## src/sv/max_tracking_stack_assert.svh

```systemverilog
// assertion macros used by the stack top level design file
`ifndef MAX_TRACKING_STACK_ASSERT_SVH
`define MAX_TRACKING_STACK_ASSERT_SVH

// condition holds in the same cycle as its trigger
`define MTS_ASSERT_NOW(label, trig, cond, msg) \
  label: assert property (@(posedge clk) disable iff (rst) (trig) |-> (cond)) \
    else $error(msg);

// condition holds in the cycle after its trigger
`define MTS_ASSERT_NEXT(label, trig, cond, msg) \
  label: assert property (@(posedge clk) disable iff (rst) (trig) |=> (cond)) \
    else $error(msg);

`endif

```

## src/sv/mts_pkg.sv

```systemverilog
// shared constants and types for the max tracking stack
package mts_pkg;

  localparam int STACK_DEPTH = 64;
  localparam int DATA_W      = 32;
  localparam int ADDR_W      = $clog2(STACK_DEPTH);
  localparam int CNT_W       = $clog2(STACK_DEPTH + 1);

  localparam logic OP_PUSH = 1'b0;
  localparam logic OP_POP  = 1'b1;

  typedef logic signed [DATA_W-1:0] data_t;
  typedef logic [CNT_W-1:0]         count_t;
  typedef logic [ADDR_W-1:0]        addr_t;

  typedef enum logic [1:0] {
    ERR_OK        = 2'd0,
    ERR_POP_EMPTY = 2'd1,
    ERR_PUSH_FULL = 2'd2
  } err_t;

  typedef struct packed {
    data_t popped_value;
    data_t current_max;
    logic  max_valid;
    logic  is_empty;
    err_t  error_code;
  } result_t;

endpackage

```

## src/sv/mts_out_buf.sv

```systemverilog
// two-entry result buffer: output register plus skid register
module mts_out_buf (
  input  logic            clk,
  input  logic            rst,
  input  logic            word_valid,
  input  mts_pkg::result_t word,
  output logic            full,
  output logic            out_valid,
  output mts_pkg::result_t out_word,
  input  logic            out_stall
);
  import mts_pkg::*;

  logic    main_valid;
  logic    skid_valid;
  result_t main_word;
  result_t skid_word;
  logic    main_taken;

  assign main_taken = main_valid && !out_stall;
  assign full       = skid_valid;
  assign out_valid  = main_valid;
  assign out_word   = main_word;

  // control bits
  always_ff @(posedge clk) begin
    if (rst) begin
      main_valid <= 1'b0;
      skid_valid <= 1'b0;
    end else if (skid_valid) begin
      if (main_taken) begin
        skid_valid <= 1'b0;
      end
    end else if (word_valid) begin
      if (main_valid && !main_taken) begin
        skid_valid <= 1'b1;
      end else begin
        main_valid <= 1'b1;
      end
    end else if (main_taken) begin
      main_valid <= 1'b0;
    end
  end

  // payload moves
  always_ff @(posedge clk) begin
    if (skid_valid) begin
      if (main_taken) begin
        main_word <= skid_word;
      end
    end else if (word_valid) begin
      if (main_valid && !main_taken) begin
        skid_word <= word;
      end else begin
        main_word <= word;
      end
    end
  end

endmodule

```

## config.mk

```make
export PLATFORM = sky130hd
export DESIGN_NAME = mts_out_buf
export DESIGN_NICKNAME = d
export VERILOG_FILES = /design/src/sv/max_tracking_stack_assert.svh /design/src/sv/mts_pkg.sv /design/src/sv/mts_out_buf.sv
export SDC_FILE = /design/constraint.sdc
export NUM_CORES = 1
export LEC_CHECK = 0
export ABC_AREA = 1
export BUFFER_PORTS_ARGS = -buffer_cell sky130_fd_sc_hd__buf_2
export CORE_MARGIN = 1
export CORE_UTILIZATION = 35
export DETAILED_ROUTE_END_ITERATION = 10
export GPL_TIMING_DRIVEN = 0
export PLACE_DENSITY = 0.64
export SYNTH_ARGS = -nofsm -noshare
export SYNTH_HDL_FRONTEND = slang
export SYNTH_SLANG_ARGS = --single-unit
```

## constraint.sdc

```tcl
create_clock -name clk -period 5.8 [get_ports clk]
set_input_delay 0.58 -clock clk [delete_from_list [all_inputs] [get_ports clk]]
set_output_delay 0.58 -clock clk [all_outputs]
set_load 0.02 [all_outputs]
```

Yosys cells after proc, flatten, opt, wreduce, memory -nomap -nowiden. Index checks and enable logic that the tools add are counted.

Logic and storage cells: 36. Register bits after elaboration: 138. Input port bits: 72. Output and inout bits: 70.

Reduce and logical (&&, ||, !) cells: 9. Bitwise logic cells: 1. Equality and inequality tests: 3. Mux-type cells: 11.

Operators by type and width (count): 2-to-1 mux 68 bit (4); AND reduction 3 bit (3); 2-to-1 mux 1 bit (7); inequality test 2 bit (second input constant) (2); nonzero test 2 bit (2); logical AND 1 bit (2); zero test 1 bit (2); inequality test 2 x 1 -> 1 bit (second input constant) (1); NOT 1 bit (1).

Longest topological paths before layout.
Word-level depth: 7. Mapped depth: 7. Mapped depth without buffers: 5.

Least setup slack after synthesis. Ideal clock, no wire load.

Path type: register to register. Start point: register skid_valid (netlist: full). End point: register main_word, in the netlist out_word[0] (enable). Data required time: 5.284 ns. Arrival time: 4.110 ns. Setup time: 0.516 ns. Slack: 1.174 ns. Buffers on the path: 2. Period minus slack after synthesis: 4.626 ns. Cell stages (with the launch flop): 6. Path through: dfxtp_1 -> buf_4 -> inv_2 -> buf_6 -> nand2_1 -> a21oi_1.

Word-level cells in the longest chain between the ends: 2. Elaborated cells on any way between the ends: 4. Those cells by class: eq/ne: 2; reduce/logical: 2.

RTL lines: from (decl) (line mts_out_buf.sv:15) `logic skid_valid;`; from (signal assigned) (line mts_out_buf.sv:29) `skid_valid <= 1'b0;`; from (signal assigned) (line mts_out_buf.sv:32) `skid_valid <= 1'b0;`; from (signal assigned) (line mts_out_buf.sv:36) `skid_valid <= 1'b1;`; inequality test 2 x 1 -> 1 bit (no line) (tied with other cells); AND reduction 3 bit (no line) (*); to (signal assigned) (line mts_out_buf.sv:49) `main_word <= skid_word;`; to (signal assigned) (line mts_out_buf.sv:55) `main_word <= word;`; to (decl) (line mts_out_buf.sv:16) `result_t main_word;`.

Mark *: on every way between the ends. The rest lies on a longest branch, timed or not. A chain may end at the register's enable or synchronous reset.

Final worst setup path.
Start point: register skid_valid (netlist: full). End point: register main_word, in the netlist out_word[26] (enable).

Same word-level chain as after synthesis.

==> metrics.txt <==
# resized after CTS=0; TritonCTS buffer count=17; # hold bufs at CTS=0; post-synthesis register bit count=138; hold_sp=rst; Setup CP Type=flop to flop; Post-CTS Setup Bufs=0; Leak Pwr=0.002864 uW; Worst-Margin Slew=881.1 ps; port bufs=141; post-DP HPWL=6881 um; largest net degree at the start of global routing=69; met1 Usage GRT=18.22%; GRT met3 Usage=5.197%; crit-path max FO=28; Die Wd=122.2 um; Peak VDD IR=155.9 uV; Clock Tree Buf Depth=2; CP endpoint kind=flop; Critical Path AT=2330 ps; Hold Path Class=input port to flop; synth unique cells=11; Worst slew margin=41.26%; post-route setup slack=3578 ps; Layout Area Growth over Synthesis=31.27%; worst r2r dst=out_word[26]; P per Cell Area=369.4 nW/um^2; r2r worst-path depth=6; Final Hold Fails=0; Clk Latency, worst-skew pair=410 ps; Antenna Violating Nets Remaining=0; TritonCTS sink count=138; vias in the first global route=3,185; fmax=450.0 MHz; RR Startpoint=full; gr ovfl total=0; status=finished, final reports clean; commonest non-fill, non-tap cells in the layout=nand2_1 (211), buf_2 (152), edfxtp_1 (136); GP Congestion=0.7046; yosys warns=0; minimum clock period=2222 ps; hold slack=336.9 ps; Clock Skew=7.078 ps; Seq/Total Area, Yosys=81.54%; CTS tree=done; Final period util=38.32%; Core ar.=13,990 sq um; DR WL/cell=14.13 um; Final setup viols=0; Pre-Repair DR Iteration Count=4; Hold Path End=full; WL final=10,320 um; # IOs=142; ANT cells=0; first-pass GRT wire length=16,080 um; Root Buffer=clkbuf_16; share of cells above drive strength 1=34.18%; met2 usage=22.96%; RSZ-0062 raised after global routing=no; dpl ws=3512 ps; clock-pin slew on the worst setup and hold paths=60 ps; Avg Cell Area, Syn=13.49 sq um; number of DRC markers in iteration 0=222; most common library cell in the layout ignoring fill and taps=nand2_1; Mapped Cells=375; Vias/cell=4.427; Initial Util=36.15%; Pwr Total=2453 uW; Post-layout nets=609; H-tree lvl count=4; initial antenna violation count=0; Slew Viols, Final=0; Syn Nets=447; MaxCap Viol Count=0; # DRC=0; Startpoint Class=flop; post-synthesis cell area=5057 sq um; site row count=43; gr busiest metal=met2; total track usage=14.68%; r2r setup slk=3580 ps; Die Ht=122.2 um; fillers=1,283; vias=3,232; Req. time, crit path=5910 ps; die area=14,930 sq um; hold depth=2
## through the flow
step,area (sq um),std cells,TNS (ps),util (%)
3_5_place_dp,6050,698,0,43.25
3_3_place_gp,5988,696,-48700,42.81
4_1_cts,6639,730,0,47.46
2_1_floorplan,5057,375,0,-
5_1_grt,6639,730,0,47.46
6_report,6639,730,0,47.46
## worst max-delay path, stage by stage, from the launching register on
cell	delay, ps
dfxtp_1	300
buf_4	180
inv_2	140
buf_6	170
nand2_1	130
a21oi_4	680
buf_12	280
## power breakdown
group	total (uW)	leakage, uW	internal (uW)	switching, uW
combinational	200	0.00128	66.7	134
clock	1080	0.000288	696	383
sequential	1170	0.00129	1160	12.1
## metal layers
layer	part of all wire [%]	vias to the layer above	wire length (um)
li1	-	1583	-
met1	44	1531	4586
met2	48	105	4932
met3	6.0	13	623
met4	1.7	0	172
met5	0	-	0
## state kept, by name, summed over array words and instances (netlist names)
name	cells
full	1
out_valid	1
out_word	68
skid_word	68
## kinds of logic (layout without fill, tap and decap cells)
family	count (synthesis)	count (layout)	synth area share [%]
AOI/OAI and AO/OA	2	2	0.1979
DFF	138	138	81.54
buffers and inverters	22	197	2.424
and+or+nand+nor	213	213	15.83
## final cells by class
type	instances	area (sq um)	share of cell area [%]
well taps	180	225.2	3.392
clock buffers	24	471.7	7.105
clock inverters	8	117.6	1.772
repair buffers	143	753.2	11.35
flip-flops and latches	138	4124	62.12
multi-input cells	215	822.0	12.38
inverters	7	28.78	0.4335
plain buffers	15	96.34	1.451
## worst max path at each step
stage / from / end / cells after the start
after floorplan: full / out_word[0] / 5
after CTS: full / out_word[44] / 6
after global routing: full / out_word[44] / 6
final: full / out_word[26] / 6
after global placement: full / out_word[22] / 5
after detailed placement: full / out_word[23] / 6
## synth_stat cells
cell / count / area share (%)
nand2_1: 211 / 16
edfxtp_1: 136 / 81
buf_2: 11 / 1.1
inv_1: 6 / 0.45
buf_6: 3 / 0.67
a21oi_1: 2 / 0.20
dfxtp_1: 2 / 0.79
buf_4: 1 / 0.15
inv_2: 1 / 0.074
nand3_1: 1 / 0.099
nor2_1: 1 / 0.074
Power figures use the tool's default switching activity.
